**config.mk**
```make
export PLATFORM = sky130hd
export DESIGN_NAME = operator_and_integer_lexer_unit
export DESIGN_NICKNAME = d
export VERILOG_FILES = /design/src/oil_pkg.sv /design/src/oil_fifo.sv /design/src/oil_front.sv /design/src/oil_back.sv /design/src/operator_and_integer_lexer_unit.sv
export SDC_FILE = /design/constraint.sdc
export NUM_CORES = 1
export LEC_CHECK = 0
export BUFFER_PORTS_ARGS = -buffer_cell sky130_fd_sc_hd__buf_4
export CAP_MARGIN = 25
export CELL_PAD_IN_SITES_DETAIL_PLACEMENT = 1
export CELL_PAD_IN_SITES_GLOBAL_PLACEMENT = 1
export CORE_ASPECT_RATIO = 1.2
export CORE_UTILIZATION = 49
export DETAILED_ROUTE_END_ITERATION = 16
export PLACE_DENSITY_LB_ADDON = 0.25
export SLEW_MARGIN = 20
export SYNTH_ARGS = -nofsm -noshare
export SYNTH_HDL_FRONTEND = slang
export SYNTH_HIERARCHICAL = 1
export SYNTH_SLANG_ARGS = --single-unit
```
**constraint.sdc**
```tcl
create_clock -name clk_i -period 6.5 [get_ports clk_i]
set_input_delay 0.975 -clock clk_i [delete_from_list [all_inputs] [get_ports clk_i]]
set_output_delay 0.975 -clock clk_i [all_outputs]
set_load 0.005 [all_outputs]
```
**src/oil_pkg.sv**
```systemverilog
// ----------------------------------------------------------------------------
// oil_pkg
// Shared types, constants and character helpers for the operator and integer
// lexer: scan modes, token kinds, error codes and the queue/result records.
// ----------------------------------------------------------------------------
package oil_pkg;

  // Default width of the internal byte position counter
  localparam int unsigned OFFSET_BITS = 24;
  // Depth of the queue between the classifying front and the scanning back
  localparam int unsigned QUEUE_DEPTH = 2;

  // Fixed widths of the result fields
  localparam int unsigned CHAR_W  = 21;
  localparam int unsigned VALUE_W = 63;
  localparam int unsigned KIND_W  = 5;

  typedef logic [23:0]         offs_t;
  typedef logic [CHAR_W-1:0]   char_t;
  typedef logic [VALUE_W-1:0]  value_t;
  typedef logic [KIND_W-1:0]   kind_t;

  // Token kinds
  localparam kind_t KIND_UNKNOWN    = 5'd0;
  localparam kind_t KIND_INTEGER    = 5'd1;
  localparam kind_t KIND_PUNCT_BASE = 5'd2;
  localparam kind_t KIND_ASSIGN     = 5'd20;
  localparam kind_t KIND_EQ         = 5'd21;
  localparam kind_t KIND_NEQ        = 5'd22;
  localparam kind_t KIND_GT         = 5'd23;
  localparam kind_t KIND_GTEQ       = 5'd24;
  localparam kind_t KIND_SHR        = 5'd25;
  localparam kind_t KIND_LT         = 5'd26;
  localparam kind_t KIND_LTEQ       = 5'd27;
  localparam kind_t KIND_SHL        = 5'd28;
  localparam kind_t KIND_END        = 5'd29;

  // Character codes
  localparam char_t CH_NUL   = 21'h00;
  localparam char_t CH_BANG  = 21'h21;
  localparam char_t CH_LT    = 21'h3C;
  localparam char_t CH_EQ    = 21'h3D;
  localparam char_t CH_GT    = 21'h3E;
  localparam char_t CH_UNDER = 21'h5F;
  localparam char_t CH_0     = 21'h30;
  localparam char_t CH_9     = 21'h39;
  localparam char_t CH_LA    = 21'h61;
  localparam char_t CH_LF    = 21'h66;
  localparam char_t CH_UA    = 21'h41;
  localparam char_t CH_UF    = 21'h46;
  localparam char_t CH_LB    = 21'h62;
  localparam char_t CH_UB    = 21'h42;
  localparam char_t CH_LO    = 21'h6F;
  localparam char_t CH_UO    = 21'h4F;
  localparam char_t CH_LX    = 21'h78;
  localparam char_t CH_UX    = 21'h58;

  localparam int unsigned NUM_PUNCT = 18;
  // { } [ ] ( ) : , . ; + - * / % & | ~ in token kind order
  localparam char_t PUNCT_CHARS [NUM_PUNCT] = '{
    21'h7B, 21'h7D, 21'h5B, 21'h5D, 21'h28, 21'h29, 21'h3A, 21'h2C, 21'h2E,
    21'h3B, 21'h2B, 21'h2D, 21'h2A, 21'h2F, 21'h25, 21'h26, 21'h7C, 21'h7E
  };

  typedef enum logic [2:0] {
    MODE_IDLE,
    MODE_ZERO,
    MODE_NUMBER,
    MODE_EQ,
    MODE_BANG,
    MODE_GT,
    MODE_LT
  } mode_e;

  typedef enum logic [1:0] {
    BASE_DEC,
    BASE_BIN,
    BASE_OCT,
    BASE_HEX
  } base_e;

  typedef enum logic [1:0] {
    ERR_OK,
    ERR_UNKNOWN,
    ERR_NUMBER
  } err_e;

  // Classified character, front to back
  typedef struct packed {
    char_t       code;      // zero at end of source
    logic [2:0]  bytes;
    logic        eos;
    logic        is_nul;
    logic        is_dec;
    logic        hex_ok;
    logic [3:0]  hex_val;
    base_e       prefix;    // BASE_DEC when not a prefix letter
    logic        is_under;
    logic        is_eq;
    logic        is_bang;
    logic        is_gt;
    logic        is_lt;
    kind_t       punct;     // KIND_UNKNOWN when not punctuation
  } class_t;

  // One result transaction
  typedef struct packed {
    kind_t   kind;
    offs_t   tok_start;
    offs_t   tok_end;
    value_t  value;
    err_e    err;
    offs_t   err_offset;
    char_t   err_char;
    logic    last;
  } res_t;

  // Map a character to its punctuation token kind
  function automatic kind_t punct_kind(char_t c);
    kind_t k;
    k = KIND_UNKNOWN;
    for (int i = 0; i < NUM_PUNCT; i++) begin
      if (c == PUNCT_CHARS[i]) begin
        k = KIND_PUNCT_BASE + KIND_W'(i);
      end
    end
    return k;
  endfunction

endpackage

```
**src/oil_fifo.sv**
```systemverilog
// ----------------------------------------------------------------------------
// oil_fifo
// Small register queue with a full and an empty flag; pop and push may happen
// in the same cycle.
// ----------------------------------------------------------------------------
module oil_fifo #(
  parameter int unsigned Width = 8,
  parameter int unsigned Depth = 2
) (
  input  logic             clk_i,
  input  logic             rst_ni,
  input  logic             push_i,
  input  logic [Width-1:0] wdata_i,
  output logic             full_o,
  input  logic             pop_i,
  output logic [Width-1:0] rdata_o,
  output logic             empty_o
);

  localparam int unsigned PtrW = $clog2(Depth);
  localparam int unsigned CntW = $clog2(Depth + 1);

  logic [Width-1:0] mem_q [Depth];
  logic [PtrW-1:0]  wptr_q, wptr_d;
  logic [PtrW-1:0]  rptr_q, rptr_d;
  logic [CntW-1:0]  cnt_q, cnt_d;

  assign full_o  = (cnt_q == CntW'(Depth));
  assign empty_o = (cnt_q == '0);
  assign rdata_o = mem_q[rptr_q];

  // Advance pointers with wrap at the depth
  always_comb begin
    wptr_d = wptr_q;
    rptr_d = rptr_q;
    cnt_d  = cnt_q;
    if (push_i) begin
      wptr_d = (wptr_q == PtrW'(Depth - 1)) ? '0 : wptr_q + 1'b1;
    end
    if (pop_i) begin
      rptr_d = (rptr_q == PtrW'(Depth - 1)) ? '0 : rptr_q + 1'b1;
    end
    if (push_i && !pop_i) begin
      cnt_d = cnt_q + 1'b1;
    end else if (pop_i && !push_i) begin
      cnt_d = cnt_q - 1'b1;
    end
  end

  always_ff @(posedge clk_i or negedge rst_ni) begin
    if (!rst_ni) begin
      wptr_q <= '0;
      rptr_q <= '0;
      cnt_q  <= '0;
    end else begin
      wptr_q <= wptr_d;
      rptr_q <= rptr_d;
      cnt_q  <= cnt_d;
    end
  end

  // Store payload
  always_ff @(posedge clk_i) begin
    if (push_i) begin
      mem_q[wptr_q] <= wdata_i;
    end
  end

  a_cnt_bound: assert property (@(posedge clk_i) disable iff (!rst_ni)
    cnt_q <= CntW'(Depth))
    else $error("queue count beyond depth");

  a_no_pop_empty: assert property (@(posedge clk_i) disable iff (!rst_ni)
    empty_o |-> !pop_i)
    else $error("pop from empty queue");

endmodule

```
**src/oil_front.sv**
```systemverilog
// ----------------------------------------------------------------------------
// oil_front
// Accepts character transactions, classifies each character and queues the
// classified record for the scanner.
// ----------------------------------------------------------------------------
module oil_front #(
  parameter int unsigned QueueDepth = oil_pkg::QUEUE_DEPTH
) (
  input  logic                clk_i,
  input  logic                rst_ni,
  input  logic                in_valid_i,
  output logic                in_stall_o,
  input  logic [20:0]         char_code_i,
  input  logic [2:0]          char_bytes_i,
  input  logic                end_of_source_i,
  output logic                q_valid_o,
  output oil_pkg::class_t     q_item_o,
  input  logic                q_pop_i
);

  oil_pkg::class_t cls;
  oil_pkg::char_t  c;
  logic            full, empty, push;

  // Classify the incoming character
  always_comb begin
    c            = end_of_source_i ? oil_pkg::CH_NUL : char_code_i;
    cls          = '0;
    cls.code     = c;
    cls.bytes    = char_bytes_i;
    cls.eos      = end_of_source_i;
    cls.is_nul   = (c == oil_pkg::CH_NUL);
    cls.is_dec   = (c >= oil_pkg::CH_0) && (c <= oil_pkg::CH_9);
    cls.is_under = (c == oil_pkg::CH_UNDER);
    cls.is_eq    = (c == oil_pkg::CH_EQ);
    cls.is_bang  = (c == oil_pkg::CH_BANG);
    cls.is_gt    = (c == oil_pkg::CH_GT);
    cls.is_lt    = (c == oil_pkg::CH_LT);
    cls.punct    = oil_pkg::punct_kind(c);
    cls.prefix   = oil_pkg::BASE_DEC;
    if (c == oil_pkg::CH_LB || c == oil_pkg::CH_UB) begin
      cls.prefix = oil_pkg::BASE_BIN;
    end else if (c == oil_pkg::CH_LO || c == oil_pkg::CH_UO) begin
      cls.prefix = oil_pkg::BASE_OCT;
    end else if (c == oil_pkg::CH_LX || c == oil_pkg::CH_UX) begin
      cls.prefix = oil_pkg::BASE_HEX;
    end
    cls.hex_ok  = 1'b0;
    cls.hex_val = '0;
    if (cls.is_dec) begin
      cls.hex_ok  = 1'b1;
      cls.hex_val = 4'(c - oil_pkg::CH_0);
    end else if (c >= oil_pkg::CH_LA && c <= oil_pkg::CH_LF) begin
      cls.hex_ok  = 1'b1;
      cls.hex_val = 4'(c - oil_pkg::CH_LA + 21'd10);
    end else if (c >= oil_pkg::CH_UA && c <= oil_pkg::CH_UF) begin
      cls.hex_ok  = 1'b1;
      cls.hex_val = 4'(c - oil_pkg::CH_UA + 21'd10);
    end
  end

  assign push       = in_valid_i && !full;
  assign in_stall_o = full;
  assign q_valid_o  = !empty;

  oil_fifo #(
    .Width ($bits(oil_pkg::class_t)),
    .Depth (QueueDepth)
  ) u_queue (
    .clk_i   (clk_i),
    .rst_ni  (rst_ni),
    .push_i  (push),
    .wdata_i (cls),
    .full_o  (full),
    .pop_i   (q_pop_i),
    .rdata_o (q_item_o),
    .empty_o (empty)
  );

endmodule

```
**src/oil_back.sv**
```systemverilog
// ----------------------------------------------------------------------------
// oil_back
// Scanner: takes classified characters from the queue, runs the token state
// machine and number accumulator, and presents up to two result transactions
// per character through an output register with one spare slot.
// ----------------------------------------------------------------------------
module oil_back #(
  parameter int unsigned OffsetBits = oil_pkg::OFFSET_BITS
) (
  input  logic             clk_i,
  input  logic             rst_ni,
  input  logic             item_valid_i,
  input  oil_pkg::class_t  item_i,
  output logic             item_pop_o,
  output logic             out_valid_o,
  input  logic             out_stall_i,
  output oil_pkg::res_t    res_o
);

  typedef logic [OffsetBits-1:0] pos_t;

  oil_pkg::mode_e  mode_q, mode_d;
  pos_t            pos_q, pos_d;
  pos_t            pend_q, pend_d;
  oil_pkg::value_t val_q, val_d;
  oil_pkg::base_e  base_q, base_d;
  logic            body_q, body_d;
  logic            ovf_q, ovf_d;
  pos_t            ovf_off_q, ovf_off_d;
  oil_pkg::char_t  ovf_chr_q, ovf_chr_d;

  oil_pkg::res_t   out_q, spare_q;
  logic            out_v_q, spare_v_q;

  oil_pkg::res_t   ra, rb, r0, r1;
  logic            ra_v, rb_v, r0_v, r1_v;
  logic            done;
  pos_t            pos_adv;
  logic            digit_ok;
  logic [66:0]     scaled, sum;
  logic            over;
  logic            out_pop, can_load;

  assign pos_adv = pos_q + OffsetBits'(item_i.bytes);

  // Digit range for the current base
  always_comb begin
    unique case (base_q)
      oil_pkg::BASE_DEC: digit_ok = item_i.hex_val < 4'd10;
      oil_pkg::BASE_BIN: digit_ok = item_i.hex_val < 4'd2;
      oil_pkg::BASE_OCT: digit_ok = item_i.hex_val < 4'd8;
      default:           digit_ok = 1'b1;
    endcase
    digit_ok = digit_ok && item_i.hex_ok && !item_i.eos;
  end

  // Scale the value by the base with shifts and check against the signed max
  always_comb begin
    unique case (base_q)
      oil_pkg::BASE_DEC: scaled = ({4'b0, val_q} << 3) + ({4'b0, val_q} << 1);
      oil_pkg::BASE_BIN: scaled = {4'b0, val_q} << 1;
      oil_pkg::BASE_OCT: scaled = {4'b0, val_q} << 3;
      default:           scaled = {4'b0, val_q} << 4;
    endcase
    sum  = scaled + 67'(item_i.hex_val);
    over = |sum[66:63];
  end

  // Token state machine: pending token first, then the new character
  always_comb begin
    mode_d    = oil_pkg::MODE_IDLE;
    pos_d     = pos_q;
    pend_d    = pend_q;
    val_d     = val_q;
    base_d    = base_q;
    body_d    = body_q;
    ovf_d     = ovf_q;
    ovf_off_d = ovf_off_q;
    ovf_chr_d = ovf_chr_q;
    ra        = '0;
    rb        = '0;
    ra_v      = 1'b0;
    rb_v      = 1'b0;
    done      = 1'b0;

    unique case (mode_q)
      oil_pkg::MODE_ZERO, oil_pkg::MODE_NUMBER: begin
        if (mode_q == oil_pkg::MODE_ZERO && !item_i.eos &&
            item_i.prefix != oil_pkg::BASE_DEC) begin
          base_d = item_i.prefix;
          val_d  = '0;
          body_d = 1'b0;
          pos_d  = pos_adv;
          mode_d = oil_pkg::MODE_NUMBER;
          done   = 1'b1;
        end else if (!item_i.eos && item_i.is_under) begin
          body_d = 1'b1;
          pos_d  = pos_adv;
          mode_d = oil_pkg::MODE_NUMBER;
          done   = 1'b1;
        end else if (digit_ok) begin
          body_d = 1'b1;
          if (!ovf_q) begin
            if (over) begin
              ovf_d     = 1'b1;
              ovf_off_d = pos_q;
              ovf_chr_d = item_i.code;
            end else begin
              val_d = sum[62:0];
            end
          end
          pos_d  = pos_adv;
          mode_d = oil_pkg::MODE_NUMBER;
          done   = 1'b1;
        end else begin
          // Close the literal
          ra_v         = 1'b1;
          ra.kind      = oil_pkg::KIND_INTEGER;
          ra.tok_start = oil_pkg::offs_t'(pend_q);
          ra.tok_end   = oil_pkg::offs_t'(pos_q);
          ra.value     = val_q;
          if (ovf_q) begin
            ra.err        = oil_pkg::ERR_NUMBER;
            ra.err_offset = oil_pkg::offs_t'(ovf_off_q);
            ra.err_char   = ovf_chr_q;
          end else if (!body_q) begin
            ra.err        = oil_pkg::ERR_NUMBER;
            ra.err_offset = oil_pkg::offs_t'(pos_q);
            ra.err_char   = item_i.code;
          end
        end
      end
      oil_pkg::MODE_EQ, oil_pkg::MODE_BANG, oil_pkg::MODE_GT, oil_pkg::MODE_LT: begin
        ra_v         = 1'b1;
        ra.tok_start = oil_pkg::offs_t'(pend_q);
        if (item_i.is_eq) begin
          done = 1'b1;
          unique case (mode_q)
            oil_pkg::MODE_EQ:   ra.kind = oil_pkg::KIND_EQ;
            oil_pkg::MODE_BANG: ra.kind = oil_pkg::KIND_NEQ;
            oil_pkg::MODE_GT:   ra.kind = oil_pkg::KIND_GTEQ;
            default:            ra.kind = oil_pkg::KIND_LTEQ;
          endcase
        end else if (mode_q == oil_pkg::MODE_GT && item_i.is_gt) begin
          done    = 1'b1;
          ra.kind = oil_pkg::KIND_SHR;
        end else if (mode_q == oil_pkg::MODE_LT && item_i.is_lt) begin
          done    = 1'b1;
          ra.kind = oil_pkg::KIND_SHL;
        end else begin
          unique case (mode_q)
            oil_pkg::MODE_EQ:   ra.kind = oil_pkg::KIND_ASSIGN;
            oil_pkg::MODE_BANG: ra.kind = oil_pkg::KIND_UNKNOWN;
            oil_pkg::MODE_GT:   ra.kind = oil_pkg::KIND_GT;
            default:            ra.kind = oil_pkg::KIND_LT;
          endcase
        end
        if (done) begin
          pos_d      = pos_adv;
          ra.tok_end = oil_pkg::offs_t'(pos_adv);
        end else begin
          ra.tok_end = oil_pkg::offs_t'(pos_q);
        end
        if (mode_q == oil_pkg::MODE_BANG && !done) begin
          ra.err        = oil_pkg::ERR_UNKNOWN;
          ra.err_offset = oil_pkg::offs_t'(pend_q);
          ra.err_char   = oil_pkg::CH_BANG;
        end
      end
      default: begin
      end
    endcase

    // Start a new token from this character
    if (!done) begin
      rb.tok_start = oil_pkg::offs_t'(pos_q);
      rb.tok_end   = oil_pkg::offs_t'(pos_q);
      if (item_i.eos) begin
        rb_v    = 1'b1;
        rb.kind = oil_pkg::KIND_END;
      end else begin
        pos_d  = pos_adv;
        pend_d = pos_q;
        if (item_i.is_nul) begin
          rb_v    = 1'b1;
          rb.kind = oil_pkg::KIND_END;
        end else if (item_i.is_dec) begin
          val_d     = oil_pkg::value_t'(item_i.hex_val);
          base_d    = oil_pkg::BASE_DEC;
          body_d    = 1'b1;
          ovf_d     = 1'b0;
          ovf_off_d = '0;
          ovf_chr_d = '0;
          mode_d    = (item_i.hex_val == 4'd0) ? oil_pkg::MODE_ZERO : oil_pkg::MODE_NUMBER;
        end else if (item_i.is_eq) begin
          mode_d = oil_pkg::MODE_EQ;
        end else if (item_i.is_bang) begin
          mode_d = oil_pkg::MODE_BANG;
        end else if (item_i.is_gt) begin
          mode_d = oil_pkg::MODE_GT;
        end else if (item_i.is_lt) begin
          mode_d = oil_pkg::MODE_LT;
        end else begin
          rb_v       = 1'b1;
          rb.kind    = item_i.punct;
          rb.tok_end = oil_pkg::offs_t'(pos_adv);
          if (item_i.punct == oil_pkg::KIND_UNKNOWN) begin
            rb.err        = oil_pkg::ERR_UNKNOWN;
            rb.err_offset = oil_pkg::offs_t'(pos_q);
            rb.err_char   = item_i.code;
          end
        end
      end
    end

    // Order the results and mark the last one
    r0   = ra_v ? ra : rb;
    r0_v = ra_v || rb_v;
    r1   = rb;
    r1_v = ra_v && rb_v;
    r0.last = !r1_v;
    r1.last = 1'b1;
  end

  // Output register with one spare slot
  assign out_pop     = out_v_q && !out_stall_i;
  assign can_load    = !spare_v_q && (!out_v_q || out_pop);
  assign item_pop_o  = item_valid_i && can_load;
  assign out_valid_o = out_v_q;
  assign res_o       = out_q;

  always_ff @(posedge clk_i or negedge rst_ni) begin
    if (!rst_ni) begin
      mode_q    <= oil_pkg::MODE_IDLE;
      pos_q     <= '0;
      pend_q    <= '0;
      val_q     <= '0;
      base_q    <= oil_pkg::BASE_DEC;
      body_q    <= 1'b0;
      ovf_q     <= 1'b0;
      ovf_off_q <= '0;
      ovf_chr_q <= '0;
    end else if (item_pop_o) begin
      mode_q    <= mode_d;
      pos_q     <= pos_d;
      pend_q    <= pend_d;
      val_q     <= val_d;
      base_q    <= base_d;
      body_q    <= body_d;
      ovf_q     <= ovf_d;
      ovf_off_q <= ovf_off_d;
      ovf_chr_q <= ovf_chr_d;
    end
  end

  // Hold, advance or load the result slots
  always_ff @(posedge clk_i or negedge rst_ni) begin
    if (!rst_ni) begin
      out_v_q   <= 1'b0;
      spare_v_q <= 1'b0;
    end else if (item_pop_o) begin
      out_v_q   <= r0_v;
      spare_v_q <= r1_v;
    end else if (out_pop) begin
      out_v_q   <= spare_v_q;
      spare_v_q <= 1'b0;
    end
  end

  always_ff @(posedge clk_i) begin
    if (item_pop_o) begin
      out_q   <= r0;
      spare_q <= r1;
    end else if (out_pop) begin
      out_q   <= spare_q;
    end
  end

  a_spare_behind_out: assert property (@(posedge clk_i) disable iff (!rst_ni)
    spare_v_q |-> out_v_q)
    else $error("spare result without head result");

  a_pos_only_on_pop: assert property (@(posedge clk_i) disable iff (!rst_ni)
    !item_pop_o |=> $stable(pos_q))
    else $error("position moved without a transaction");

  a_ovf_in_number: assert property (@(posedge clk_i) disable iff (!rst_ni)
    $rose(ovf_q) |-> ($past(mode_q) == oil_pkg::MODE_NUMBER ||
                      $past(mode_q) == oil_pkg::MODE_ZERO))
    else $error("overflow flagged outside a literal");

endmodule

```
**src/operator_and_integer_lexer_unit.sv**
```systemverilog
// ----------------------------------------------------------------------------
// operator_and_integer_lexer_unit
// Operator and integer lexer: one decoded character per input transaction,
// tokens with byte offsets, integer values and error details out.
// ----------------------------------------------------------------------------
//  channel | handshake               | payload
//  --------+-------------------------+---------------------------------------
//  input   | in_valid_i / in_stall_o | char_code, char_bytes, end_of_source
//  output  | out_valid_o/out_stall_i | token fields, error fields, last_of_run
//
//  A character is taken once the output slots can hold its results; one that
//  closes a pending token and gives a second holds the next one back until
//  the spare slot drains. Input passes the queue, then the output register.
//  Reset clears the scan state, the position and both queues at once.
//  A stalled output holds the result register (and the spare slot after a
//  character that gave two tokens); characters then back up in the input
//  queue, and in_stall_o rises once it is full.
// ----------------------------------------------------------------------------
module operator_and_integer_lexer_unit #(
  parameter int unsigned OffsetBits = oil_pkg::OFFSET_BITS,
  parameter int unsigned QueueDepth = oil_pkg::QUEUE_DEPTH
) (
  input  logic        clk_i,
  input  logic        rst_ni,
  input  logic        in_valid_i,
  output logic        in_stall_o,
  input  logic [20:0] char_code_i,
  input  logic [2:0]  char_bytes_i,
  input  logic        end_of_source_i,
  output logic        out_valid_o,
  input  logic        out_stall_i,
  output logic [4:0]  token_kind_o,
  output logic [23:0] token_start_o,
  output logic [23:0] token_end_o,
  output logic [62:0] int_value_o,
  output logic [1:0]  error_kind_o,
  output logic [23:0] error_offset_o,
  output logic [20:0] error_char_o,
  output logic        last_of_run_o
);

  oil_pkg::class_t q_item;
  logic            q_valid, q_pop;
  oil_pkg::res_t   res;

  oil_front #(
    .QueueDepth (QueueDepth)
  ) u_front (
    .clk_i           (clk_i),
    .rst_ni          (rst_ni),
    .in_valid_i      (in_valid_i),
    .in_stall_o      (in_stall_o),
    .char_code_i     (char_code_i),
    .char_bytes_i    (char_bytes_i),
    .end_of_source_i (end_of_source_i),
    .q_valid_o       (q_valid),
    .q_item_o        (q_item),
    .q_pop_i         (q_pop)
  );

  oil_back #(
    .OffsetBits (OffsetBits)
  ) u_back (
    .clk_i        (clk_i),
    .rst_ni       (rst_ni),
    .item_valid_i (q_valid),
    .item_i       (q_item),
    .item_pop_o   (q_pop),
    .out_valid_o  (out_valid_o),
    .out_stall_i  (out_stall_i),
    .res_o        (res)
  );

  // Unpack the result transaction
  assign token_kind_o   = res.kind;
  assign token_start_o  = res.tok_start;
  assign token_end_o    = res.tok_end;
  assign int_value_o    = res.value;
  assign error_kind_o   = res.err;
  assign error_offset_o = res.err_offset;
  assign error_char_o   = res.err_char;
  assign last_of_run_o  = res.last;

endmodule

```
Word-level counts from Yosys, hierarchy flattened
Memories as Yosys holds them, arrays and structs flattened.
Index checks and enable logic that the tools add are counted.
Cells by class
  $add $sub $neg: 12
  magnitude comparators: 9
  eq/ne operators: 38
  muxes and demuxes: 172
  bitwise operators: 2
  reductions and logical operators: 45
Operator list (number)
  63-bit 2-to-1 mux: 11
  24-bit 2-to-1 mux: 23
  164-bit 2-to-1 mux: 3
  47-bit 2-to-1 mux: 10
  21-bit by 6-bit == test with 1-bit output (second input constant): 16
  163-bit 2-to-1 mux: 2
  21-bit by 7-bit == test with 1-bit output (second input constant): 13
  21-bit 2-to-1 mux: 11
  67-bit one-hot mux with 3 select lines: 1
  159-bit 2-to-1 mux: 1
  53-bit one-hot mux with 2 select lines: 1
  47-bit one-hot mux with 2 select lines: 1
  46-bit 2-to-1 mux: 2
  5-bit 2-to-1 mux: 17
  66-bit by 64-bit adder with 67-bit output: 1
  67-bit by 4-bit adder with 67-bit output: 1
  53-bit 2-to-1 mux: 1
  24-bit one-hot mux with 2 select lines: 1
  3-bit 2-to-1 mux: 15
  1-bit 2-to-1 mux: 44
  21-bit by 7-bit greater-or-equal comparator with 1-bit output (second input constant): 2
  21-bit by 7-bit <= comparator with 1-bit output (second input constant): 2
  4-bit 2-to-1 mux: 8
  2-bit 2-to-1 mux: 15
  other kinds (31): 76
Word-level totals
  bits in registers: 433
  bits in writable memories: 88
  input port bits: 29
  output and inout bits: 166
  logic and storage cells: 307
  memories: 1
Memories
  u_front.u_queue.mem_q: depth 2, width 44, rd ports 1, clocked after memory_dff 0, write ports 1, RTL line oil_fifo.sv:23  | logic [Width-1:0] mem_q [Depth];

Longest topological paths before layout
  word-level depth: 20
  mapped depth: 26
  gate-level depth less buffers: 17

Hierarchy
The synthesis kept the hierarchy.
By module, submodules not included
  oil_back: instances 1, cells an instance 2955, area an instance 27565.2 um2, sequential area each 12026.5 um2
  oil_fifo: instances 1, cells an instance 153, area an instance 3562.2 um2, sequential area each 2742.6 um2
  oil_front: instances 1, cells an instance 137, area an instance 920.9 um2, sequential area each 0.0 um2

Worst setup path before layout
OpenSTA, ideal clock, no wires.
  kind: input to register
  start point: input port out_stall_i
  end point: register u_back.out_q, in the netlist u_back/res_o[0], enable pin
  setup time: 1348 ps
  arrival time: 4751 ps
  data required time: 5152 ps
  slack: 402 ps
  stages: 6
  path buffers: 3
  path through: nand2_1 -> nand3b_1 -> clkbuf_1 -> clkbuf_1 -> buf_1 -> nand2_1
Between the ends
  longest elaborated chain between the ends: 6
Ends and longest elaborated chain
  start, declared: RTL line operator_and_integer_lexer_unit.sv:31  | input logic out_stall_i,
  1-bit logical NOT (*): RTL line oil_back.sv:226  | assign out_pop = out_v_q && !out_stall_i;
  1-bit logical AND (*): RTL line oil_back.sv:226
  1-bit logical OR: RTL line oil_back.sv:227  | assign can_load = !spare_v_q && (!out_v_q || out_pop);
  1-bit logical AND: RTL line oil_back.sv:227
  1-bit logical AND: RTL line oil_back.sv:228  | assign item_pop_o = item_valid_i && can_load;
  2-bit nonzero test (no line) (*)
  end signal, assigned: RTL line oil_back.sv:272  | out_q <= r0;
  end signal, assigned: RTL line oil_back.sv:275  | out_q <= spare_q;
  end, declared: RTL line oil_back.sv:32  | oil_pkg::res_t out_q, spare_q;
Mark *: on every way between the ends. The rest lies on a longest branch, timed or not.
A chain may end at the register's enable or synchronous reset.

Worst setup path in the final report
  start point: register u_back.val_q[2]
  end point: register u_back.val_q[27]
Between the ends
  longest elaborated chain between the ends: 14
Ends and longest elaborated chain
  start, declared: RTL line oil_back.sv:25  | oil_pkg::value_t val_q, val_d;
  start signal, assigned: RTL line oil_back.sv:247  | val_q <= val_d;
  66-bit by 64-bit adder with 67-bit output: RTL line oil_back.sv:60  | oil_pkg::BASE_DEC: scaled = ({4'b0, val_q} << 3) + ({4'b0, val_q} << 1);
  67-bit one-hot mux with 3 select lines (*): RTL line oil_back.sv:59  | unique case (base_q)
  67-bit by 4-bit adder with 67-bit output (*): RTL line oil_back.sv:65  | sum = scaled + 67'(item_i.hex_val);
  4-bit OR reduction: RTL line oil_back.sv:66  | over = |sum[66:63];
  63-bit 2-to-1 mux (*): RTL line oil_back.sv:104  | if (over) begin
  63-bit 2-to-1 mux (*): RTL line oil_back.sv:103  | if (!ovf_q) begin
  63-bit 2-to-1 mux (*): RTL line oil_back.sv:101  | end else if (digit_ok) begin
  63-bit 2-to-1 mux (*): RTL line oil_back.sv:96  | end else if (!item_i.eos && item_i.is_under) begin
  63-bit 2-to-1 mux (*): RTL line oil_back.sv:88  | if (mode_q == oil_pkg::MODE_ZERO && !item_i.eos &&
  63-bit 2-to-1 mux (*): RTL line oil_back.sv:86  | unique case (mode_q)
  63-bit 2-to-1 mux: RTL line oil_back.sv:187  | end else if (item_i.is_dec) begin
  63-bit 2-to-1 mux: RTL line oil_back.sv:184  | if (item_i.is_nul) begin
  63-bit 2-to-1 mux: RTL line oil_back.sv:178  | if (item_i.eos) begin
  63-bit 2-to-1 mux (*): RTL line oil_back.sv:175  | if (!done) begin
Marks and branches as above.

==> summary.md <==
| Metric | Value |
|---|---|
| Final Cell Area | 0.03625 mm2 |
| Placed cell count | 4132 |
| GRT Total Usage | 0.3510 |
| Yosys cell types | 119 |
| Period Utilization, post-route | 0.9466 |
| Post CTS Setup Buffer Count | 0 |
| Syn Inst Count | 3245 |
| Least-Margin Pin Slew | ~1000 ps |
| Clock edge transition at the registers on the reported setup and hold paths | 60 ps |
| Net count after synthesis | 3349 |
| Length of the first detailed-routing pass in iterations | 6 |
| Syn. warnings | 6 |
| HP Class | input pin to asynchronous set/reset pin |
| WHS | 403.8 ps |
| RSZ-0062 raised after global routing | false |
| Fmax | 0.1625 GHz |
| Die area | about 0.066 mm2 |
| H-tree depth | 2 |
| Num rows | 102 |
| Routed wire length | around 120000 um |
| DR DRC count | 0 |
| Worst IR Drop VDD | 0.4860 mV |
| Power Density | 547.4 mW/mm2 |
| DR vias | 27920 |
| CTS sink cnt | 520 |
| Post-route ant nets | 0 |
| Placed Area | 0.03427 mm2 |
| Crit end category | register |
| Clock Latency Late Sink | ~630 ps |
| Final Hold Vio Count | 0 |
| CTS resizes | 0 |
| Max Cap Viol | 0 |
| Pins Over Slew Limit | 0 |
| Setup Viol. Count Final | 0 |
| Layout cells sized above 1 | 0.1744 |
| Avg Cell Area, Syn | 9.876 um2 |
| Clock skew | around 29 ps |
| Number of synthesized flops with an enable pin | 351 |
| Setup TNS | 0 ps |
| Most common cell in the synthesized netlist | edfxtp_1 |
| Slew HR | 0.3140 |
| Fin crit period | 6153 ps |
| Die Y-Extent | 282.2 um |
| Synth async-reset ratio | 0.3250 |
| Seq/Total Area, Yosys | 0.4608 |
| Overflow after GRT | 0 |
| Final cell count without fillers | 4237 |
| Cts bufs inserted | 56 |
| Iteration-0 DRC count of the detailed router | 2459 |
| Largest cells by area after synthesis | edfxtp_1 33%, dfrtp_1 13%, nor2_1 4.0%, nand2_1 3.9%, a21oi_1 3.8% |
| Critical path required time | 7000 ps |
| First-pass GRT wire length | 179000 um |
| Diodes inserted | 0 |
| Placer congestion estimate | 0.9893 |
| Initial Util | 0.4963 |
| DPL Wire Length | around 84000 um |
| Routed vias/inst | 6.590 |
| Worst Setup Start Kind | register |
| CP Max Fanout | 16 |
| P&R area growth vs syn | 13.11% |
| Top FF cell, synth | edfxtp_1 |
| Final Core Density | 0.5614 |
| CTS root buffer | clkbuf_16 |
| Crit path DAT | 6650 ps |
| Status | finished clean |
| Cts hold-fix bufs | 0 |
| Critical path class | register to register |
| Ports | approximately 200 |
| I/O Buffers | approximately 190 |
| Die width | 235.5 um |
| Commonest cells post-synth | 351 x edfxtp_1, 344 x nor2_1, 335 x nand2_1 |
| Final net count | 3463 |
| DR WL/cell | 28.05 um |
| Post-synth top area cell | edfxtp_1 |
| CTS tree | built |
| Yosys top cell area share | 0.3289 |
| Largest net degree at the start of global routing | 109 |
| Vias in the first global route | just under 30000 |
| Longest Clk Path Bufs | 3 |
| Post-synthesis cell area | ~0.032 mm2 |
| LEAKAGE | 0.01382 uW |
| Initial antenna violation count | 0 |
| Yosys reg bits | 520 |
| Core area | 0.06458 mm2 |
==> through the flow <==
stage | setup slack (ps) | total power [uW]
detailed placement | 454.4 | 16200
CTS | 415.3 | 19740
global route | 40.14 | 20770
global placement | 582.7 | 15830
finish | 346.8 | 19850
floorplan | 401.6 | 12430
==> per-layer routing <==
layer | part of all wire | vias up | track usage | wire length, um
met1 | 0.39 | 14290 | 0.4204 | 46450
met4 | 0.049 | 0 | 0.1666 | 5862
li1 | - | 12270 | - | -
met3 | 0.054 | 280 | 0.04392 | 6429
met2 | 0.51 | 1077 | 0.6274 | 60090
met5 | 0 | - | 0 | 0
==> final timing paths <==
kind | end | cells past startpoint | slack [ps] | from
max reg2reg | u_back/val_q[27]$_DFFE_PN0P_ | 16 | 350 | u_back/val_q[2]$_DFFE_PN0P_
max in group asynchronous | u_back/pend_q[10]$_DFFE_PN0P_ | 2 | 4610 | rst_ni
min reg2reg | u_front/u_queue/cnt_q[1]$_DFFE_PN0P_ | 1 | 510 | u_front/u_queue/cnt_q[1]$_DFFE_PN0P_
min | u_back/val_q[18]$_DFFE_PN0P_ | 1 | 400 | rst_ni
max | u_back/val_q[27]$_DFFE_PN0P_ | 16 | 350 | u_back/val_q[2]$_DFFE_PN0P_
min in group clk_i | u_front/u_queue/cnt_q[1]$_DFFE_PN0P_ | 1 | 510 | u_front/u_queue/cnt_q[1]$_DFFE_PN0P_
==> flip-flops by register name, summed over array words and instances, names as in the netlist, 2 cells and up <==
| signal | count |
|---|---|
| u_back/res_o | 164 |
| u_back/spare_q | 99 |
| u_front/u_queue/mem_q | 88 |
| u_back/val_q | 63 |
| u_back/ovf_off_q | 24 |
| u_back/pend_q | 24 |
| u_back/pos_q | 24 |
| u_back/ovf_chr_q | 21 |
| u_back/mode_q | 3 |
| u_back/base_q | 2 |
| u_front/u_queue/cnt_q | 2 |
==> critical path, stage by stage, from the launching register on <==
cell and delay, ps:
dfrtp_1 490, ha_1 290, fa_1 470, a211oi_4 320, o21a_1 200, o211ai_1 200
a21boi_1 610, o21ai_0 280, a21oi_1 270, xnor2_1 280, o2111ai_1 310, or4b_1 620
or3_4 450, a2111o_1 510, a31oi_4 290, buf_4 300, o22ai_1 120
==> logic make-up after synthesis <==
| group | synth area share |
|---|---|
| muxes | 0.04638 |
| adders and majority gates | 0.02998 |
| DFF | 0.4608 |
| xor gates and xnor gates | 0.03443 |
| and+or+nand+nor | 0.1781 |
| AOI/OAI and AO/OA | 0.2031 |
| buffers and inverters | 0.04716 |
==> cell usage in the layout, fill, tap and decap left out, drive strengths merged, types with 73 or more instances in the layout <==
cell,n
buf,279
edfxtp,351
and2,87
nor2,346
nand2,335
dfrtp,169
inv,113
a21oi,249
o21ai,185
mux2,73
==> area by class of cell <==
type / instances / area (um2)
clock buffer: 70 / 1514
clock inverter: 34 / 437.9
fill: 7086 / 28330
inverter: 109 / 414.1
multi-input combinational: 2393 / 15880
sequential: 520 / 14780
tap: 832 / 1041
timing repair buffer: 279 / 2193
==> power breakdown <==
group	total [uW]	switching, uW	leakage [uW]	internal (uW)
Clock	3420	1430	0.000940	1980
Sequential	6190	939	0.00582	5250
Combinational	10200	6650	0.00706	3590
No activity file was read; power rests on OpenSTA's default activity.
